<file path="config.mk">
export PLATFORM = sky130hd
export DESIGN_NAME = shell_word_tokenizer
export DESIGN_NICKNAME = d
export VERILOG_FILES = /design/src/design/swt_pkg.sv /design/src/design/swt_lexer.sv /design/src/design/shell_word_tokenizer.sv
export SDC_FILE = /design/constraint.sdc
export NUM_CORES = 1
export LEC_CHECK = 0
export ABC_AREA = 1
export ABC_CLOCK_PERIOD_IN_PS = 4600
export BUFFER_PORTS_ARGS = -buffer_cell sky130_fd_sc_hd__clkbuf_2
export CORE_MARGIN = 3
export CORE_UTILIZATION = 58
export CTS_CLUSTER_DIAMETER = 200
export DETAILED_ROUTE_END_ITERATION = 10
export PLACE_DENSITY_LB_ADDON = 0.08
export SYNTH_ARGS = -nofsm -noshare
export SYNTH_HDL_FRONTEND = slang
export SYNTH_SLANG_ARGS = --single-unit
</file>
<file path="constraint.sdc">
create_clock -name clk -period 4.6 [get_ports clk]
set_clock_uncertainty 0.2 [all_clocks]
set_input_delay 0.23 -clock clk [delete_from_list [all_inputs] [get_ports clk]]
set_output_delay 0.23 -clock clk [all_outputs]
set_load 0.02 [all_outputs]
</file>
<file path="src/design/swt_pkg.sv">
// ----------------------------------------------------------------------------
// Shell word tokenizer package
// Character codes, lexer state and result types shared by the tokenizer.
// ----------------------------------------------------------------------------
package swt_pkg;

	localparam logic [7:0] CH_SPACE  = 8'h20;
	localparam logic [7:0] CH_TAB    = 8'h09;
	localparam logic [7:0] CH_SQUOTE = 8'h27;
	localparam logic [7:0] CH_DQUOTE = 8'h22;
	localparam logic [7:0] CH_BSLASH = 8'h5C;

	typedef enum logic [2:0] {
		MODE_IDLE   = 3'b001,
		MODE_WORD   = 3'b010,
		MODE_QUOTED = 3'b100
	} mode_t;

	typedef struct packed {
		mode_t mode;
		logic  quote_dq;
		logic  escape;
	} lex_state_t;

	typedef struct packed {
		logic       emit;
		logic       tend;
		logic       line_end;
		logic [7:0] data;
	} lex_result_t;

	localparam lex_state_t LEX_STATE_RESET = '{mode: MODE_IDLE, quote_dq: 1'b0, escape: 1'b0};

endpackage

</file>
<file path="src/design/swt_lexer.sv">
// ----------------------------------------------------------------------------
// Shell word tokenizer lexer step
// Next-state and result logic for one byte of the command line.
// ----------------------------------------------------------------------------
module swt_lexer (
	input  swt_pkg::lex_state_t  cur,
	input  logic [7:0]           data,
	input  logic                 last,
	output swt_pkg::lex_state_t  nxt,
	output swt_pkg::lex_result_t res,
	output logic                 has_result
);

	logic is_sep;
	logic is_quote;
	logic is_bslash;
	logic kind_dq;
	logic emit;
	logic tend;
	logic opened;

	assign is_sep    = data inside {swt_pkg::CH_SPACE, swt_pkg::CH_TAB};
	assign is_quote  = data inside {swt_pkg::CH_SQUOTE, swt_pkg::CH_DQUOTE};
	assign is_bslash = (data == swt_pkg::CH_BSLASH);
	assign kind_dq   = (data == swt_pkg::CH_DQUOTE);

	always_comb begin
		nxt    = cur;
		emit   = 1'b0;
		tend   = 1'b0;
		opened = 1'b0;
		case (cur.mode)
			swt_pkg::MODE_WORD: begin
				if (is_sep) begin
					tend       = 1'b1;
					nxt.mode   = swt_pkg::MODE_IDLE;
					nxt.escape = 1'b0;
				end else if (is_quote) begin
					if (cur.escape) begin
						emit       = 1'b1;
						nxt.escape = 1'b0;
					end else begin
						tend         = 1'b1;
						nxt.mode     = swt_pkg::MODE_QUOTED;
						nxt.quote_dq = kind_dq;
						opened       = 1'b1;
					end
				end else if (is_bslash) begin
					nxt.escape = 1'b1;
				end else begin
					emit       = 1'b1;
					nxt.escape = 1'b0;
				end
			end
			swt_pkg::MODE_QUOTED: begin
				if (is_quote) begin
					if (cur.escape) begin
						emit       = 1'b1;
						nxt.escape = 1'b0;
					end else if (kind_dq == cur.quote_dq) begin
						tend     = 1'b1;
						nxt.mode = swt_pkg::MODE_IDLE;
					end
				end else if (is_bslash) begin
					nxt.escape = 1'b1;
				end else begin
					emit       = 1'b1;
					nxt.escape = 1'b0;
				end
			end
			default: begin
				nxt.mode   = swt_pkg::MODE_IDLE;
				nxt.escape = 1'b0;
				if (is_sep) begin
					nxt.mode = swt_pkg::MODE_IDLE;
				end else if (is_quote) begin
					nxt.mode     = swt_pkg::MODE_QUOTED;
					nxt.quote_dq = kind_dq;
				end else if (is_bslash) begin
					nxt.mode   = swt_pkg::MODE_WORD;
					nxt.escape = 1'b1;
				end else begin
					nxt.mode = swt_pkg::MODE_WORD;
					emit     = 1'b1;
				end
			end
		endcase
		if (last) begin
			if ((nxt.mode != swt_pkg::MODE_IDLE) && !opened) begin
				tend = 1'b1;
			end
			nxt = swt_pkg::LEX_STATE_RESET;
		end
	end

	assign res.emit     = emit;
	assign res.tend     = tend;
	assign res.line_end = last;
	assign res.data     = emit ? data : 8'h00;
	assign has_result   = emit | tend | last;

endmodule

</file>
<file path="src/design/shell_word_tokenizer.sv">
// ----------------------------------------------------------------------------
// Shell word tokenizer
// Splits a command line, one byte per beat, into words with end marks.
// ----------------------------------------------------------------------------
// The block takes one byte per cycle while the result side does not stall,
// and gives one result beat per byte that carries a word character, closes
// a word or ends the line; other bytes give no beat. A byte is registered on
// entry, passes through the lexer and its result is registered. The lexer
// state register updates with each byte that advances. A stall on the result
// side holds the result register and then the input register.
module shell_word_tokenizer (
	input  logic       clk,
	input  logic       arst_n,
	input  logic       in_valid,
	output logic       in_stall,
	input  logic [7:0] in_byte,
	input  logic       line_last,
	output logic       out_valid,
	input  logic       out_stall,
	output logic [7:0] out_byte,
	output logic       byte_valid,
	output logic       token_end,
	output logic       line_end
);

	logic                 valid_s1;
	logic [7:0]           byte_s1;
	logic                 last_s1;
	swt_pkg::lex_state_t  state_q;
	swt_pkg::lex_state_t  state_nxt;
	swt_pkg::lex_result_t res;
	swt_pkg::lex_result_t res_s2;
	logic                 has_result;
	logic                 valid_s2;
	logic                 advance;

	assign advance  = valid_s1 & (~valid_s2 | ~out_stall);
	assign in_stall = valid_s1 & ~advance;

	swt_lexer u_lexer (
		.cur        (state_q),
		.data       (byte_s1),
		.last       (last_s1),
		.nxt        (state_nxt),
		.res        (res),
		.has_result (has_result)
	);

	always_ff @(posedge clk or negedge arst_n) begin
		if (!arst_n) begin
			valid_s1 <= 1'b0;
			valid_s2 <= 1'b0;
			state_q  <= swt_pkg::LEX_STATE_RESET;
		end else begin
			if (!in_stall) begin
				valid_s1 <= in_valid;
			end
			if (advance) begin
				state_q  <= state_nxt;
				valid_s2 <= has_result;
			end else if (!out_stall) begin
				valid_s2 <= 1'b0;
			end
		end
	end

	always_ff @(posedge clk) begin
		if (!in_stall && in_valid) begin
			byte_s1 <= in_byte;
			last_s1 <= line_last;
		end
		if (advance) begin
			res_s2 <= res;
		end
	end

	assign out_valid  = valid_s2;
	assign out_byte   = res_s2.data;
	assign byte_valid = res_s2.emit;
	assign token_end  = res_s2.tend;
	assign line_end   = res_s2.line_end;

endmodule

</file>
==> impl_metrics.json, run 1 <==
{
  "die_area_mm2": 0.00294,
  "fin_nets": 202,
  "crit_start": "out_stall",
  "diodes": 0,
  "fill_cells": 140,
  "die_h_um": 54.2,
  "fmax_mhz": 426,
  "synth_top_area_share": 0.445,
  "reg2reg_from": "out_valid",
  "grt_overflow": 0,
  "yosysSeqAreaShare": 0.576,
  "wl_mm": 2.40,
  "path_clk_slew_ps": 130,
  "powerDensity_mw_per_mm2": 343,
  "setup_viol": 0,
  "io_pins": 26,
  "wire_per_inst_um": 11.2,
  "fin_tns_setup_ps": 0,
  "dieWidth_um": 54.2,
  "hold_viol": 0,
  "via_count": 1059,
  "drc": 0,
  "h-tree-depth": 1,
  "cp_max_fo": 17,
  "syn-num-nets": 161,
  "cts_buffers": 3,
  "final_cell_mix": "nand2_1, clkbuf_2, nor2_1",
  "vdd.ir_drop.worst_uv": 276,
  "rsz0062_at_grt": "false",
  "swShare": 0.318,
  "viasPerCell": 4.93,
  "drive_above_1_share": 0.293,
  "insertion_delay_ps": 330,
  "finalCritPeriodShare": 0.511,
  "clkPwrFrac": 0.178,
  "io_buffers": 25,
  "worstMarginPinSlew_ps": 1150,
  "area_growth_pct": 22.4,
  "globalRouteMet3Util": 0.0463,
  "dp_hpwl_mm": 1.71,
  "synth_top_area_cell": "edfxtp_1",
  "yosysWarnings": 0,
  "clockRootBuffer": "clkbuf_4",
  "top_usage_layer": "met2",
  "place_area_mm2": 0.00151,
  "fin_crit_ps": 2350,
  "cts_sinks": 27,
  "gp_congestion": 0.918,
  "synth.area.top_cells": "edfxtp_1, dfrtp_1, nand2_1",
  "cts_setup_buffers": 0,
  "antenna_found_initial": 0,
  "status": "finished clean",
  "cp.arrival_ps": 2420,
  "fin_area_mm2": 0.00165,
  "pwr-share-seq": 0.575,
  "first_iter_violations": 25,
  "intPower_mw": 0.386,
  "grt_usage": 0.204,
  "initial_utilization": 0.648,
  "syn_area_mm2": 0.00135,
  "layout_commonest_cell": "nand2_1",
  "cts_tree": "yes",
  "core-area_mm2": 0.00208,
  "endpoint_kind": "flip-flop",
  "grtUsageMet1": 0.241,
  "grt_pass1_wl_mm": 4.30,
  "finalMaxSlewViolations": 0,
  "required_ps": 4670,
  "synth.distinct_cells": 23,
  "ant_nets": 0,
  "synthCells": 148,
  "drt_first_pass_iters": 4,
  "critPathLaunchType": "input pin",
  "combPwrFrac": 0.247,
  "grt_pass1_vias": 1007,
  "grt_max_degree": 18,
  "synth_area_per_cell_um2": 9.12,
  "worstSetupPathType": "in2reg",
  "ys_seq_elements": 27,
  "p_leak_nw": 0.770,
  "p_switching_mw": 0.180,
  "max-clock-path-buffers": 2,
  "met2_usage": 0.369,
  "maxCapViolations": 0,
  "hold_class": "in2async",
  "slew_headroom": 0.227,
  "num_rows": 16
}
-- flip-flops by register name, indices dropped and copies added (netlist names) --
register    count
last_s1         1
token_end       1
out_byte        8
line_end        1
byte_s1         8
state_q         5
valid_s1        1
byte_valid      1
out_valid       1
-- power groups by stage --
stage	clock, mW	combinational [mW]	sequential, mW
floorplan	0	0.0740	0.349
global placement	0	0.127	0.329
detailed placement	0	0.131	0.331
CTS	0.101	0.139	0.326
global route	0.115	0.158	0.330
finish	0.100	0.140	0.326
-- routing by layer --
metal	routed length [µm]	vias up	share of wire
met1	1020	468	0.42
li1	-	553	-
met4	33	0	0.014
met2	1200	33	0.50
met5	0	-	0
met3	149	5	0.062
-- synthesized netlist by cell type (all sizes together) --
library cell / count
nor3: 5
nor2: 29
nand3: 8
o22ai: 2
dfrtp: 6
o21ai: 7
nand4: 2
edfxtp: 20
dfstp: 1
clkinv: 1
nand2: 37
a21oi: 2
inv: 27
clkbuf: 1
-- logic make-up after synthesis --
kind of cell	after synthesis	share of synthesized area
DFF	27	0.576
AOI/OAI and AO/OA	11	0.0426
buffers and inverters	29	0.0843
and+or+nand+nor	81	0.297
-- stage by stage --
stage / power, mW / cells / utilization / worst slack [ps] / hold WS (ps)
after floorplan: 0.423 / 148 / - / 2620 / -266
after global placement: 0.456 / 199 / 0.723 / 2490 / -129
after detailed placement: 0.462 / 199 / 0.723 / 2370 / -125
after CTS: 0.566 / 215 / 0.794 / 2240 / 49.6
after global routing: 0.603 / 215 / 0.794 / 1920 / 95.5
final: 0.566 / 215 / 0.794 / 2250 / 74.4
-- critical path, cell delays in order --
cell and delay (ps):
dlygate4sd3_1 530, clkbuf_2 100, nand2_1 100, inv_1 60
nor2_1 860, inv_1 90, nor2_1 190, inv_1 80
o22ai_1 130, inv_1 60
-- cell type report --
type	count	area [µm²]	share of cell area
Sequential cell	27	777	0.470
Multi-Input combinational cell	92	459	0.278
Timing Repair Buffer	37	245	0.148
Inverter	28	110	0.0666
Tap cell	27	33.8	0.0204
Clock buffer	3	22.5	0.0136
Clock inverter	1	5.00	0.00303
-- worst paths after layout --
check,endpoint,slack (ps),cells past startpoint
worst max-delay path,state_q[2],2250,10
max in group asynchronous,state_q[2],3900,2
worst max register to register,state_q[2],2370,8
min in group clk,out_valid,310,2
worst min-delay path,valid_s1,70,2
worst min register to register,out_valid,310,2
-- what timing repair did --
item                                   CTS  global route
endpoints found under the hold margin   18             0
resized for setup                        0             0
hold buffers                            12             0
Note: power is estimated with default switching activity, not from simulation.
==> inputs of run 2 (changes only) <==
--- a/config.mk
+++ b/config.mk
@@ -6,10 +6,10 @@
 export NUM_CORES = 1
 export LEC_CHECK = 0
 export ABC_AREA = 1
-export ABC_CLOCK_PERIOD_IN_PS = 4600
+export ABC_CLOCK_PERIOD_IN_PS = 2100
 export BUFFER_PORTS_ARGS = -buffer_cell sky130_fd_sc_hd__clkbuf_2
 export CORE_MARGIN = 3
-export CORE_UTILIZATION = 58
+export CORE_UTILIZATION = 48
 export CTS_CLUSTER_DIAMETER = 200
 export DETAILED_ROUTE_END_ITERATION = 10
 export PLACE_DENSITY_LB_ADDON = 0.08
==> constraint.sdc (replaced) <==
create_clock -name clk -period 2.1 [get_ports clk]
set_clock_uncertainty 0.2 [all_clocks]
set_input_delay 0.105 -clock clk [delete_from_list [all_inputs] [get_ports clk]]
set_output_delay 0.105 -clock clk [all_outputs]
set_load 0.02 [all_outputs]
==> run 2 against run 1 <==
- sequential share of layout area down 1.0 points
- final cell count up 3.3%
- combinational power grew 130%
- critical endpoint is now token_end
- register-to-register slack worse by 2100 ps
- wire length grew 3.2%
- critical path type is now reg2reg
- largest cell class unchanged
- largest power group unchanged
==> impl_metrics.json, run 2 (synthesis results as in run 1) <==
{
  "status": "finished clean",
  "hold_viol": 0,
  "cts_buffers": 3,
  "wl_met1_mm": 1.12,
  "layout_commonest_cell": "nand2_1",
  "fin_tns_setup_ps": 0,
  "clkPwrFrac": 0.174,
  "wl_mm": 2.48,
  "grt_pass1_wl_mm": 4.33,
  "fmax_mhz": 560,
  "cts_sinks": 27,
  "drc": 0,
  "p_leak_nw": 0.785,
  "cp_max_fo": 4,
  "cp.arrival_ps": 1670,
  "combPwrFrac": 0.255,
  "final_cell_mix": "nand2_1, clkbuf_2, nor2_1",
  "hold_class": "in2async",
  "fill_cells": 216,
  "drt_first_pass_iters": 4,
  "pwr-share-seq": 0.571,
  "endpoint_kind": "flip-flop",
  "gp_congestion": 0.910,
  "rsz0062_at_grt": "false",
  "h-tree-depth": 1,
  "grt_overflow": 0,
  "drive_above_1_share": 0.292,
  "via_count": 1071,
  "dr.max_layer_used": "met4",
  "finalMaxSlewViolations": 0,
  "fin_crit_ps": 1780,
  "met2_length_mm": 1.20,
  "grt_max_degree": 15,
  "fin_nets": 206,
  "wl_met3_um": 144,
  "grt_pass1_vias": 1042,
  "worstMarginPinSlew_ps": 318,
  "utilization": 0.658,
  "area_growth_pct": 25.2,
  "critPathLaunchType": "flip-flop",
  "insertion_delay_ps": 320,
  "swShare": 0.311,
  "first_iter_violations": 52,
  "antenna_found_initial": 0,
  "initial_utilization": 0.526,
  "clockRootBuffer": "clkbuf_4",
  "layout_setup_ws_ps": 316,
  "required_ps": 1990,
  "grt_usage": 0.163,
  "setup_viol": 0,
  "die_area_mm2": 0.00349,
  "max-clock-path-buffers": 2,
  "intPower_mw": 0.860,
  "dieWidth_um": 59.0,
  "io_pins": 26,
  "io_buffers": 25,
  "slew_headroom": 0.787,
  "viasPerCell": 4.82,
  "path_clk_slew_ps": 140,
  "worstSetupPathType": "reg2reg",
  "wire_per_inst_um": 11.2,
  "core-area_mm2": 0.00257,
  "dp_hpwl_mm": 1.97,
  "ant_nets": 0,
  "pre_cts_ws_ps": 318,
  "finalCritPeriodShare": 0.850,
  "die_h_um": 59.0,
  "vdd.ir_drop.worst_uv": 552,
  "p_switching_mw": 0.389,
  "placed_cells": 204,
  "cts_tree": "yes",
  "num_rows": 18,
  "worst_hold_slack_ps": 35.1,
  "diodes": 0,
  "stdcell_count": 222,
  "maxCapViolations": 0,
  "powerDensity_mw_per_mm2": 739
}
==> run 2: cell count changes in the layout (fill, tap and decap cells not counted) <==
| cell | before | now |
|---|---|---|
| buf_4 | 0 | 2 |
| clkinv_2 | 1 | 0 |
| dlygate4sd3_1 | 12 | 14 |
| clkbuf_1 | 0 | 1 |
==> run 2: worst paths after layout <==
kind / depth (start not counted) / from / endpoint / slack [ps]
max: 10 / byte_s1[4] / token_end / 320
min: 2 / arst_n / state_q[2] / 40
max reg2reg: 10 / byte_s1[4] / token_end / 320
min reg2reg: 2 / valid_s1 / out_valid / 310
max in group asynchronous: 3 / arst_n / state_q[1] / 970
min in group clk: 2 / line_last / last_s1 / 300
==> run 2: what timing repair did <==
| action | in CTS | in global routing |
|---|---|---|
| hold endpoints to repair | 18 | 0 |
| buffers inserted | 0 | 0 |
| hold buffers | 14 | 0 |
| resized for setup | 0 | 0 |
==> run 2: critical path, stage by stage (launching register included) <==
cell      delay (ps)
edfxtp_1         500
inv_2            100
nand2_1           80
nor2_4           170
nand2_1           90
nand2_1           60
nand2_1           60
nand3_1          110
nand2_2           70
nand2_1           50
o21ai_0           70
==> run 2: layout make-up <==
type / instances / area [µm²] / area share
multi-input cells: 92 / 459 / 0.272
repair buffers: 41 / 280 / 0.166
well taps: 30 / 37.5 / 0.0222
inverters: 28 / 110 / 0.0651
flip-flops and latches: 27 / 777 / 0.460
clock buffers: 4 / 26.3 / 0.0155
==> run 2: power by group through the flow <==
stage	sequential (mW)	combinational, mW	clock, mW
CTS	0.713	0.322	0.229
detailed placement	0.726	0.300	0
finish	0.712	0.319	0.218
floorplan	0.765	0.162	0
global route	0.722	0.356	0.242
global placement	0.722	0.295	0
==> run 2: per-layer routing <==
metal	vias up	track usage
met2	26	0.281
met5	-	0
met1	481	0.213
met3	2	0.0218
met4	0	0.0485
li1	562	-
==> run 2: per-stage QoR <==
step / total power [mW] / instance area, µm²
floorplan: 0.927 / 1350
global placement: 1.02 / 1520
detailed placement: 1.03 / 1520
CTS: 1.26 / 1690
global route: 1.32 / 1690
finish: 1.25 / 1690
